File: config.mk
export PLATFORM = sky130hd
export DESIGN_NAME = clock_page_replacement_core
export DESIGN_NICKNAME = d
export VERILOG_FILES = /design/src/cpr_pkg.sv /design/src/clock_page_replacement_core.sv /design/src/cpr_ctrl.sv /design/src/cpr_datapath.sv
export SDC_FILE = /design/constraint.sdc
export NUM_CORES = 1
export LEC_CHECK = 0
export BUFFER_PORTS_ARGS = -buffer_cell sky130_fd_sc_hd__buf_2
export CORE_UTILIZATION = 60
export CTS_CLUSTER_SIZE = 10
export DETAILED_ROUTE_END_ITERATION = 6
export GPL_ROUTABILITY_DRIVEN = 0
export PLACE_DENSITY = 0.79
export SYNTH_ARGS = -nofsm -noshare
export SYNTH_HDL_FRONTEND = slang
export SYNTH_SLANG_ARGS = --single-unit
File: constraint.sdc
create_clock -name aclk -period 3.4 [get_ports aclk]
set_input_delay 0.68 -clock aclk [delete_from_list [all_inputs] [get_ports aclk]]
set_output_delay 0.68 -clock aclk [all_outputs]
set_load 0.01 [all_outputs]
File: src/cpr_pkg.sv
// shared types and constants for the clock page replacement core
`timescale 1ns / 1ps

package cpr_pkg;

    // fixed field widths
    localparam int PAGE_FIELD_W = 16;
    localparam int SLOT_W       = 4;
    localparam int FAULT_W      = 16;
    localparam int CFG_W        = 5;
    localparam int OUT_TDATA_W  = 40;

    // defaults for the top-level parameters
    localparam int MAX_FRAMES_DEF = 16;
    localparam int PAGE_BITS_DEF  = 16;

    localparam logic [CFG_W-1:0]   CFG_RESET = 5'd16;
    localparam logic [FAULT_W-1:0] FAULT_MAX = 16'hFFFF;

    // controller states
    typedef enum logic [2:0] {
        S_IDLE,
        S_LOOK,
        S_DECIDE,
        S_SWEEP,
        S_DONE
    } cpr_state_t;

    // commands from controller to datapath
    typedef struct packed {
        logic accept;
        logic look;
        logic touch;
        logic fill;
        logic start_sweep;
        logic sweep_clear;
        logic evict;
        logic load_out;
    } cpr_cmd_t;

    // status from datapath to controller
    typedef struct packed {
        logic hit_any;
        logic empty_any;
        logic ref_at_hand;
        logic out_free;
    } cpr_sts_t;

endpackage

File: src/clock_page_replacement_core.sv
// top level of the clock (second chance) page replacement core
`timescale 1ns / 1ps

// Each input item is one page reference; each gives exactly one result item.
// A hit or a fill of an empty frame passes through LOOK and DECIDE to DONE,
// where its result is loaded once the output register is free. A miss with
// every active frame occupied runs the clock hand, which visits one frame per
// cycle until it evicts a frame whose reference bit is clear. The block takes
// one item at a time; the next item is taken in the cycle after the result
// enters the output register, even while it still waits to be taken. The user
// must write frames_in_use via cfg_wen/cfg_wdata only while the block is idle
// (unenforced); 0 acts as 1 and values above MAX_FRAMES act as MAX_FRAMES.

module clock_page_replacement_core #(
    parameter int MAX_FRAMES = cpr_pkg::MAX_FRAMES_DEF,
    parameter int PAGE_BITS  = cpr_pkg::PAGE_BITS_DEF
) (
    input  logic                                aclk,
    input  logic                                aresetn,
    input  logic                                cfg_wen,
    input  logic [cpr_pkg::CFG_W-1:0]           cfg_wdata,     // frames_in_use
    input  logic                                s_tvalid,
    output logic                                s_tready,
    input  logic [cpr_pkg::PAGE_FIELD_W-1:0]    s_tdata,       // page
    input  logic                                s_tlast,
    output logic                                m_tvalid,
    input  logic                                m_tready,
    // hit, frame_slot[3:0], evicted_valid, evicted_page[15:0], fault_count[15:0], pad
    output logic [cpr_pkg::OUT_TDATA_W-1:0]     m_tdata,
    output logic                                m_tlast
);
    import cpr_pkg::*;

    localparam int IDX_W = (MAX_FRAMES > 1) ? $clog2(MAX_FRAMES) : 1;
    localparam int CNT_W = $clog2(MAX_FRAMES + 1);
    localparam int CMP_W = (CNT_W > CFG_W) ? CNT_W : CFG_W;

    logic [CFG_W-1:0] frames_reg;
    logic [CMP_W-1:0] frames_ext;
    logic [CMP_W-1:0] n_clamp;
    logic [CNT_W-1:0] n_act;
    cpr_cmd_t         cmd;
    cpr_sts_t         sts;

    // configuration register
    always_ff @(posedge aclk) begin
        if (!aresetn) begin
            frames_reg <= CFG_RESET;
        end else if (cfg_wen) begin
            frames_reg <= cfg_wdata;
        end
    end

    // clamp the frame count to 1..MAX_FRAMES
    assign frames_ext = CMP_W'(frames_reg);

    always_comb begin
        priority if (frames_ext == '0) begin
            n_clamp = CMP_W'(1);
        end else if (frames_ext > CMP_W'(MAX_FRAMES)) begin
            n_clamp = CMP_W'(MAX_FRAMES);
        end else begin
            n_clamp = frames_ext;
        end
    end

    assign n_act = n_clamp[CNT_W-1:0];

    cpr_ctrl u_ctrl (
        .aclk     (aclk),
        .aresetn  (aresetn),
        .s_tvalid (s_tvalid),
        .s_tready (s_tready),
        .sts      (sts),
        .cmd      (cmd)
    );

    cpr_datapath #(
        .MAX_FRAMES (MAX_FRAMES),
        .PAGE_BITS  (PAGE_BITS),
        .IDX_W      (IDX_W),
        .CNT_W      (CNT_W)
    ) u_datapath (
        .aclk     (aclk),
        .aresetn  (aresetn),
        .cmd      (cmd),
        .sts      (sts),
        .n_act    (n_act),
        .s_tdata  (s_tdata),
        .s_tlast  (s_tlast),
        .m_tvalid (m_tvalid),
        .m_tready (m_tready),
        .m_tdata  (m_tdata),
        .m_tlast  (m_tlast)
    );

endmodule

File: src/cpr_ctrl.sv
// controller state machine for the clock page replacement core
`timescale 1ns / 1ps

module cpr_ctrl (
    input  logic              aclk,
    input  logic              aresetn,
    input  logic              s_tvalid,
    output logic              s_tready,
    input  cpr_pkg::cpr_sts_t sts,
    output cpr_pkg::cpr_cmd_t cmd
);
    import cpr_pkg::*;

    cpr_state_t state_reg, state_next;

    // state register
    always_ff @(posedge aclk) begin
        if (!aresetn) begin
            state_reg <= S_IDLE;
        end else begin
            state_reg <= state_next;
        end
    end

    // next state
    always_comb begin
        state_next = state_reg;
        unique case (state_reg)
            S_IDLE: begin
                if (s_tvalid) state_next = S_LOOK;
            end
            S_LOOK: begin
                state_next = S_DECIDE;
            end
            S_DECIDE: begin
                if (sts.hit_any || sts.empty_any) state_next = S_DONE;
                else state_next = S_SWEEP;
            end
            S_SWEEP: begin
                if (!sts.ref_at_hand) state_next = S_DONE;
            end
            S_DONE: begin
                if (sts.out_free) state_next = S_IDLE;
            end
            default: state_next = S_IDLE;
        endcase
    end

    // outputs
    always_comb begin
        cmd      = '0;
        s_tready = 1'b0;
        unique case (state_reg)
            S_IDLE: begin
                s_tready   = 1'b1;
                cmd.accept = s_tvalid;
            end
            S_LOOK: begin
                cmd.look = 1'b1;
            end
            S_DECIDE: begin
                priority if (sts.hit_any) begin
                    cmd.touch = 1'b1;
                end else if (sts.empty_any) begin
                    cmd.fill = 1'b1;
                end else begin
                    cmd.start_sweep = 1'b1;
                end
            end
            S_SWEEP: begin
                cmd.sweep_clear = sts.ref_at_hand;
                cmd.evict       = !sts.ref_at_hand;
            end
            S_DONE: begin
                cmd.load_out = sts.out_free;
            end
            default: begin
                cmd = '0;
            end
        endcase
    end

    // at most one frame table write per cycle
    a_one_write: assert property (@(posedge aclk) disable iff (!aresetn)
        $onehot0({cmd.touch, cmd.fill, cmd.sweep_clear, cmd.evict}))
        else $error("more than one frame table write in a cycle");

    // an accepted item always goes on to the lookup
    a_accept_look: assert property (@(posedge aclk) disable iff (!aresetn)
        (s_tvalid && s_tready) |=> (state_reg == S_LOOK))
        else $error("accepted item did not enter lookup");

endmodule

File: src/cpr_datapath.sv
// frame table, clock hand, fault counter and result register
`timescale 1ns / 1ps

module cpr_datapath #(
    parameter int MAX_FRAMES = cpr_pkg::MAX_FRAMES_DEF,
    parameter int PAGE_BITS  = cpr_pkg::PAGE_BITS_DEF,
    parameter int IDX_W      = (MAX_FRAMES > 1) ? $clog2(MAX_FRAMES) : 1,
    parameter int CNT_W      = $clog2(MAX_FRAMES + 1)
) (
    input  logic                                aclk,
    input  logic                                aresetn,
    input  cpr_pkg::cpr_cmd_t                   cmd,
    output cpr_pkg::cpr_sts_t                   sts,
    input  logic [CNT_W-1:0]                    n_act,
    input  logic [cpr_pkg::PAGE_FIELD_W-1:0]    s_tdata,
    input  logic                                s_tlast,
    output logic                                m_tvalid,
    input  logic                                m_tready,
    output logic [cpr_pkg::OUT_TDATA_W-1:0]     m_tdata,
    output logic                                m_tlast
);
    import cpr_pkg::*;

    // frame table
    logic [PAGE_BITS-1:0]  page_reg [MAX_FRAMES];
    logic [MAX_FRAMES-1:0] valid_reg, valid_next;
    logic [MAX_FRAMES-1:0] ref_reg, ref_next;
    logic [MAX_FRAMES-1:0] active_vec;
    logic [MAX_FRAMES-1:0] match_reg, empty_reg;

    // item and working registers
    logic [PAGE_BITS-1:0]  pg_reg;
    logic                  last_reg;
    logic [IDX_W-1:0]      hand_reg, hand_next;
    logic [IDX_W-1:0]      slot_reg;
    logic                  hit_reg;
    logic                  evv_reg;
    logic [PAGE_BITS-1:0]  evp_reg;
    logic [FAULT_W-1:0]    faults_reg, faults_next;

    // result register
    logic                   out_valid_reg;
    logic [OUT_TDATA_W-1:0] out_data_reg;
    logic                   out_last_reg;

    logic [IDX_W-1:0]      hit_idx, empty_idx, wr_idx;
    logic [CNT_W-1:0]      hand_inc;
    logic [IDX_W-1:0]      hand_adv;
    logic [PAGE_BITS+PAGE_FIELD_W-1:0] in_ext, ev_ext;
    logic [IDX_W+SLOT_W-1:0]           slot_ext;

    assign in_ext = {{PAGE_BITS{1'b0}}, s_tdata};

    // frames taking part in lookup and replacement
    genvar gi;
    generate
        for (gi = 0; gi < MAX_FRAMES; gi++) begin : g_active
            assign active_vec[gi] = (CNT_W'(gi) < n_act);
        end
    endgenerate

    // lowest matching and lowest empty frame
    always_comb begin
        hit_idx   = '0;
        empty_idx = '0;
        for (int i = MAX_FRAMES - 1; i >= 0; i--) begin
            if (match_reg[i]) hit_idx = IDX_W'(i);
            if (empty_reg[i]) empty_idx = IDX_W'(i);
        end
    end

    // hand advance, wrapping at the active frame count
    assign hand_inc = CNT_W'(hand_reg) + CNT_W'(1);
    assign hand_adv = (hand_inc >= n_act) ? '0 : hand_inc[IDX_W-1:0];

    always_comb begin
        hand_next = hand_reg;
        if (cmd.start_sweep) begin
            hand_next = (CNT_W'(hand_reg) < n_act) ? hand_reg : '0;
        end else if (cmd.sweep_clear || cmd.evict) begin
            hand_next = hand_adv;
        end
    end

    // valid and reference bit updates
    always_comb begin
        valid_next = valid_reg;
        ref_next   = ref_reg;
        if (cmd.touch) ref_next[hit_idx] = 1'b1;
        if (cmd.fill) begin
            valid_next[empty_idx] = 1'b1;
            ref_next[empty_idx]   = 1'b0;
        end
        if (cmd.sweep_clear) ref_next[hand_reg] = 1'b0;
        if (cmd.evict) begin
            valid_next[hand_reg] = 1'b1;
            ref_next[hand_reg]   = 1'b0;
        end
    end

    // saturating fault count
    always_comb begin
        faults_next = faults_reg;
        if (!hit_reg && (faults_reg != FAULT_MAX)) faults_next = faults_reg + FAULT_W'(1);
    end

    // control state registers
    always_ff @(posedge aclk) begin
        if (!aresetn) begin
            valid_reg     <= '0;
            ref_reg       <= '0;
            hand_reg      <= '0;
            faults_reg    <= '0;
            out_valid_reg <= 1'b0;
        end else begin
            valid_reg <= valid_next;
            ref_reg   <= ref_next;
            hand_reg  <= hand_next;
            if (cmd.load_out) begin
                faults_reg    <= faults_next;
                out_valid_reg <= 1'b1;
            end else if (m_tready) begin
                out_valid_reg <= 1'b0;
            end
        end
    end

    // page store, one write port
    assign wr_idx = cmd.fill ? empty_idx : hand_reg;

    always_ff @(posedge aclk) begin
        if (cmd.fill || cmd.evict) page_reg[wr_idx] <= pg_reg;
    end

    // item capture, lookup vectors and result fields
    always_ff @(posedge aclk) begin
        if (cmd.accept) begin
            pg_reg   <= in_ext[PAGE_BITS-1:0];
            last_reg <= s_tlast;
        end
        if (cmd.look) begin
            for (int i = 0; i < MAX_FRAMES; i++) begin
                match_reg[i] <= valid_reg[i] && active_vec[i] && (page_reg[i] == pg_reg);
                empty_reg[i] <= !valid_reg[i] && active_vec[i];
            end
        end
        if (cmd.touch) begin
            hit_reg  <= 1'b1;
            slot_reg <= hit_idx;
            evv_reg  <= 1'b0;
            evp_reg  <= '0;
        end
        if (cmd.fill) begin
            hit_reg  <= 1'b0;
            slot_reg <= empty_idx;
            evv_reg  <= 1'b0;
            evp_reg  <= '0;
        end
        if (cmd.evict) begin
            hit_reg  <= 1'b0;
            slot_reg <= hand_reg;
            evv_reg  <= 1'b1;
            evp_reg  <= page_reg[hand_reg];
        end
        if (cmd.load_out) begin
            out_data_reg <= {2'b00, faults_next, ev_ext[PAGE_FIELD_W-1:0], evv_reg,
                             slot_ext[SLOT_W-1:0], hit_reg};
            out_last_reg <= last_reg;
        end
    end

    assign ev_ext   = {{PAGE_FIELD_W{1'b0}}, evp_reg};
    assign slot_ext = {{SLOT_W{1'b0}}, slot_reg};

    // status to controller
    assign sts.hit_any     = |match_reg;
    assign sts.empty_any   = |empty_reg;
    assign sts.ref_at_hand = ref_reg[hand_reg];
    assign sts.out_free    = !out_valid_reg || m_tready;

    assign m_tvalid = out_valid_reg;
    assign m_tdata  = out_data_reg;
    assign m_tlast  = out_last_reg;

    // the sweep only runs once every active frame is occupied
    a_full_on_evict: assert property (@(posedge aclk) disable iff (!aresetn)
        cmd.evict |-> &(valid_reg | ~active_vec))
        else $error("eviction while an active frame is empty");

    // the hand stays inside the active frames while sweeping
    a_hand_range: assert property (@(posedge aclk) disable iff (!aresetn)
        (cmd.sweep_clear || cmd.evict) |-> (CNT_W'(hand_reg) < n_act))
        else $error("clock hand outside active frames");

    // fault total never goes down
    a_fault_mono: assert property (@(posedge aclk) disable iff (!aresetn)
        cmd.load_out |-> (faults_next >= faults_reg))
        else $error("fault count decreased");

endmodule
; Yosys cells after proc, flatten, opt, wreduce, memory -nomap -nowiden
; Memories as Yosys holds them, arrays and structs flattened. A register that Yosys moved wholly into a read port is not among the register bits.
; Index checks and enable logic that the tools add are counted.
[totals]
reg_bits = 171
mem_bits_rw = 256
out_inout_bits = 43
word_cells = 247
n_memories = 1
[mem_list]
columns = memory, words, width, rd, rd_clocked_by_memory_dff, wr, line_no
row1 = u_datapath.page_reg, 16, 16, 17, 1, 1, cpr_datapath.sv:25  ; logic [PAGE_BITS-1:0] page_reg [MAX_FRAMES];
[op_classes]
add_sub_neg = 2
order_cmp = 25
eq_ne = 25
muxes = 83
n_bitwise = 8
reduce_logical = 86
[op_table]
columns = cell, count
row1 = 16-bit equality test, 16
row2 = 4-bit 2-to-1 mux, 42
row3 = 16-bit 2-to-1 mux, 10
row4 = 1-bit logical AND, 52
row5 = 16-bit AND, 3
row6 = 16-bit bitwise OR, 3
row7 = "4-bit by 5-bit less-than comparator with 1-bit output, first input constant", 8
row8 = 16-bit NOT, 2
row9 = 16-bit OR reduction, 2
row10 = "3-bit by 5-bit less-than comparator with 1-bit output, first input constant", 4
row11 = 1-bit zero test, 19
row12 = 1-bit 2-to-1 mux, 17
row13 = "16-bit by 1-bit adder with 16-bit output, second input constant", 1
row14 = "16-bit inequality test, second input constant", 1
row15 = "4-bit by 5-bit less-than comparator with 1-bit output, second input constant", 3
row16 = 3-bit 2-to-1 mux, 5
row17 = 3-bit case mux with 5 select lines, 1
row18 = 1-bit demux with 4-bit select, 3
row19 = "4-bit by 1-bit >= comparator with 1-bit output, second input constant", 3
row20 = "1-bit by 5-bit less-than comparator with 1-bit output, first input constant", 2
row21 = "2-bit by 5-bit less-than comparator with 1-bit output, first input constant", 2
row22 = 5-bit 2-to-1 mux, 2
row23 = "3-bit by 2-bit equality test with 1-bit output, second input constant", 2
row24 = "2-bit inequality test, second input constant", 3
row25 = 17 further kinds, 23

; Logic depth before layout (Yosys ltp)
[logic_depth]
depth_word = 28
depth_mapped = 11

; By module
; From an unflattened synthesis, not the netlist that was laid out.
[unflattened]
cells_unflattened = 1471
area_unflattened_um2 = 20444.6
[modules_own_cells]
columns = mod, instances, cells_per_inst, area_each_um2
row1 = cpr_datapath, 1, 1414, 19975.4
row2 = cpr_ctrl, 1, 34, 247.7
row3 = clock_page_replacement_core, 1, 23, 221.5

; Worst setup path after synthesis
; OpenSTA, ideal clock, no wires.
[synth_timing]
kind = reg2reg
startpoint = reg u_datapath.match_reg[3]
endpoint = mem u_datapath.page_reg[8][0] (netlist name), enable pin
arrival_time_ns = 2.572
slack_ns = 0.440
stages_incl_launch_ff = 8
synth_period_minus_slack_ns = 2.960
cell_sequence = edfxtp_1 nor4_1 and4_1 and3_1 buf_2 a211o_1 nand3_1 nor2_1
[synth_between]
elab_chain_cells = 6
word_cells_on_any_way = 7
cone_classes = 5 x mux / 2 x reduce/logical
[synth_lines]
columns = element, line_no
row1 = start: declaration, cpr_datapath.sv:29  ; logic [MAX_FRAMES-1:0] match_reg, empty_reg;
row2 = start signal: indexed assignment, cpr_datapath.sv:143  ; match_reg[i] <= valid_reg[i] && active_vec[i] && (page_reg[i] == pg_reg);
row3 = 16-bit OR reduction (*), cpr_datapath.sv:176  ; assign sts.hit_any = |match_reg;
row4 = 2-bit 2-to-1 mux (*), cpr_ctrl.sv:62  ; priority if (sts.hit_any) begin
row5 = 3-bit 2-to-1 mux (*), cpr_ctrl.sv:53  ; unique case (state_reg)
row6 = 1-bit logical OR, cpr_datapath.sv:132  ; if (cmd.fill || cmd.evict) page_reg[wr_idx] <= pg_reg;
row7 = 1-bit 2-to-1 mux, cpr_datapath.sv:132
row8 = 1-bit 2-to-1 mux (not written as such), cpr_datapath.sv:132
row9 = end: declaration, cpr_datapath.sv:25
; Every way passes the cells marked *; elsewhere a longest branch is shown, timed or not.

; Worst setup path after layout
[layout_timing]
startpoint = reg u_datapath.hand_reg[2]
endpoint = mem u_datapath.page_reg[7][7] (netlist name), enable pin
[layout_between]
elab_chain_cells = 7
word_cells_on_any_way = 8
cone_classes = 6 x mux / 2 x reduce/logical
[layout_lines]
columns = element, line_no
row1 = start: declaration, cpr_datapath.sv:34  ; logic [IDX_W-1:0] hand_reg, hand_next;
row2 = start signal: assignment, cpr_datapath.sv:118  ; hand_reg <= hand_next;
row3 = 1-bit binary-select mux with 4-bit select, cpr_datapath.sv:178  ; assign sts.ref_at_hand = ref_reg[hand_reg];
row4 = 1-bit 2-to-1 mux (not written as such), cpr_datapath.sv:178
row5 = 1-bit zero test, -
row6 = 2-bit 2-to-1 mux, cpr_ctrl.sv:53
row7 = 1-bit logical OR, cpr_datapath.sv:132
row8 = 1-bit 2-to-1 mux, cpr_datapath.sv:132
row9 = 1-bit 2-to-1 mux (not written as such), cpr_datapath.sv:132
; Several ways; a longest one is shown, not always the timed one. The select of a mux whose other input is x is not followed.

==> flow_metrics.py <==
metrics = {
    "critical_path": {
        "cp_top_family": "simple AND/OR/NAND/NOR gates",
        "critPathBufInv": 3,
        "start_kind": "flip-flop",
        "cp-end-kind": "flip-flop",
        "slowest_stage": "dfxtp_1",
        "crit_type": "flip-flop to flip-flop",
        "crit_top_cell": "buf_4",
        "crit_fanout": 17,
        "path_cells": "inv_1 > nor3_1 > nor2b_1 > o31ai_1 > buf_4 > nor2_1 > buf_4",
        "required_ns": 3.66,
        "reg2regPathDepth": 7,
        "cp_slowest_stage_delay_ns": 0.84,
        "crit_cells": 7,
        "critPathArrivalTime_ns": 3.50,
    },
    "yosys": {
        "synth_top_cell_by_area": "edfxtp_1",
        "syn_inst": 1465,
        "yosys.cell_count.top_type": "edfxtp_1",
        "synth_area_leaders": "edfxtp_1 (53%), mux4_2 (8.8%), dfxtp_1 (6.5%), xor2_1 (6.2%), xnor2_1 (5.6%)",
        "ys.warnings.count": 0,
        "synth_ff_type": "edfxtp_1",
        "yosys_register_bits": 431,
        "syn_area_sq_mm": 0.0205,
        "async_flop_share": 0,
        "synth_top_area_share": 0.533,
        "syn_avg_cell_area_sq_um": 14.0,
        "ys_types": 73,
        "synth-edff-count": 364,
        "ys_seq_area_frac": 0.598,
        "synthTopCellsByCount": "edfxtp_1 (364), xor2_1 (145), xnor2_1 (131)",
    },
    "global_route": {
        "grt_overflow": 0,
        "globalRouteTotalUtil": 0.313,
        "grt_pass1_vias": 13100,
        "grt_max_degree": 65,
        "antenna_found_initial": 1,
        "grt_pass1_wl_microns": 81300,
    },
    "sta": {
        "report.final.slew_viol_count": 0,
        "setup_viol": 0,
        "rsz0062_at_grt": "no",
        "fmax_ghz": 0.309,
        "finalHoldViolations": 0,
        "skew_ns": 0.0298,
        "worst_pin_slew_ns": 1.23,
        "max_slew_margin": 0.182,
        "post-route-min-period_ns": 3.24,
        "fin_setup_tns_ns": 0,
        "period_share": 0.952,
    },
    "power_and_ir_drop": {
        "leakagePower_nw": 7.64,
        "netSwitchingPower_mw": 2.93,
        "intPower_mw": 9.08,
        "switching_share": 0.244,
        "power_mw": 12.0,
        "vdd_drop_max_uv": 682,
        "power_frac_comb": 0.097,
        "p_clk_frac": 0.392,
        "p_per_area_mw_per_mm2": 521,
        "pwr-share-seq": 0.511,
    },
    "clock_tree": {
        "post_cts_resize_count": 0,
        "cts_buffers": 50,
        "cts_hold_buffers": 0,
        "postCtsSetupRepairBufs": 0,
        "clk_pin_slew_ns": 0.05,
        "cts_tree": "yes",
        "cts_sinks": 431,
        "htree_levels": 2,
        "clock_latency_ns": 0.59,
        "cts_buffer_depth": 3,
        "cts-root-buf": "clkbuf_16",
    },
    "routing": {
        "drt-initial-drc-count": 2003,
        "vias": 13300,
        "antenna_left": 0,
        "drc": 0,
        "drt-vias-per-instance": 6.50,
        "finalWirelength_microns": 53600,
        "avgRoutedWirePerCell_microns": 26.1,
        "dr.pass1.iters": 7,
    },
    "die": {
        "io_pins": 70,
        "die_w_microns": 187,
        "die_h_microns": 187,
        "initial_utilization": 0.610,
        "die_area_sq_mm": 0.0349,
        "row_count": 67,
        "core_area_sq_mm": 0.0336,
    },
    "cells_and_area": {
        "nFillCells": 2204,
        "largest_reg_flops": 256,
        "syn_to_final_growth_pct": 12.4,
        "layout-drive-gt1-share": 0.196,
        "final_cells": 2052,
        "finalNetCount": 1620,
    },
    "flow_run": {
        "maxCapViolations": 0,
    },
    "worst_hold_path": {
        "hold_path.class": "input pin to flip-flop",
        "hold_depth": 1,
    },
    "place": {
        "post-place-cells": 1975,
        "port_buffers": 67,
        "hpwl_microns": 38500,
    },
    "status": {
        "status": "finished clean",
    },
}
layout make-up:
| type | count | area, sq um | area share |
|---|---|---|---|
| flip-flops and latches | 431 | 12300 | 0.532 |
| diodes | 1 | 2.50 | 0.000109 |
| multi-input cells | 928 | 7800 | 0.338 |
| repair buffers | 145 | 958 | 0.0416 |
| well taps | 448 | 561 | 0.0243 |
| clock buffers | 69 | 1320 | 0.0574 |
| inverters | 23 | 86.3 | 0.00374 |
| clock inverters | 7 | 55.1 | 0.00239 |
routing by layer:
| layer | vias to the layer above | share of wire | global-route usage |
|---|---|---|---|
| met2 | 909 | 0.45 | 0.476 |
| met5 | - | 0.00024 | 0 |
| li1 | 5759 | - | - |
| met4 | 2 | 0.046 | 0.148 |
| met1 | 6534 | 0.38 | 0.429 |
| met3 | 137 | 0.12 | 0.0754 |
power groups by stage:
| stage | logic (mW) | clock network (mW) | registers (mW) |
|---|---|---|---|
| 4_1_cts | 1.16 | 4.75 | 6.14 |
| 2_1_floorplan | 0.708 | 0 | 6.24 |
| 3_3_place_gp | 1.11 | 0 | 6.24 |
| 6_report | 1.17 | 4.70 | 6.14 |
| 5_1_grt | 1.25 | 4.93 | 6.16 |
| 3_5_place_dp | 1.15 | 0 | 6.25 |
path summary, 6_finish.rpt:
| check | from | to | slack, ns |
|---|---|---|---|
| setup reg to reg | u_datapath.hand_reg[2] | u_datapath.page_reg[7][7] | 0.16 |
| hold reg to reg | u_datapath.evp_reg[6] | u_datapath.m_tdata[12] | 0.42 |
| setup / recovery | u_datapath.hand_reg[2] | u_datapath.page_reg[7][7] | 0.16 |
| hold / removal | s_tdata[14] | u_datapath.pg_reg[14] | 0.27 |
per-stage QoR:
stage | worst slack, ns | utilization | hold slack [ns] | cell area [sq um]
after floorplan | 0.440 | - | 0.400 | 20500
after global placement | 0.495 | 0.645 | 0.401 | 21700
after detailed placement | 0.335 | 0.645 | 0.405 | 21700
after CTS | 0.295 | 0.686 | 0.252 | 23100
after global routing | 0.0546 | 0.686 | 0.258 | 23100
final | 0.162 | 0.686 | 0.272 | 23100
layout by cell type, fill, tap and decap left out, types with 50 or more instances in the layout:
cell       instances
clkbuf_16         50
buf_4             75
dfxtp_1           65
xnor2_1          131
mux4_2            80
edfxtp_1         364
nand2_1           72
xor2_1           145
buf_2             67
nor2_1            68
kinds of logic (layout without fill, tap and decap cells):
logic type / count (synthesis) / in the layout / synth area share
xor gates and xnor gates: 276 / 276 / 0.118
other: 1 / 3 / 0.000183
muxes: 98 / 98 / 0.0970
DFF: 431 / 431 / 0.598
adders and majority gates: 14 / 14 / 0.00854
AOI/OAI and AO/OA: 145 / 145 / 0.0482
buffers and inverters: 107 / 244 / 0.0220
and+or+nand+nor: 393 / 393 / 0.108
Note: power is estimated with default switching activity, not from simulation.
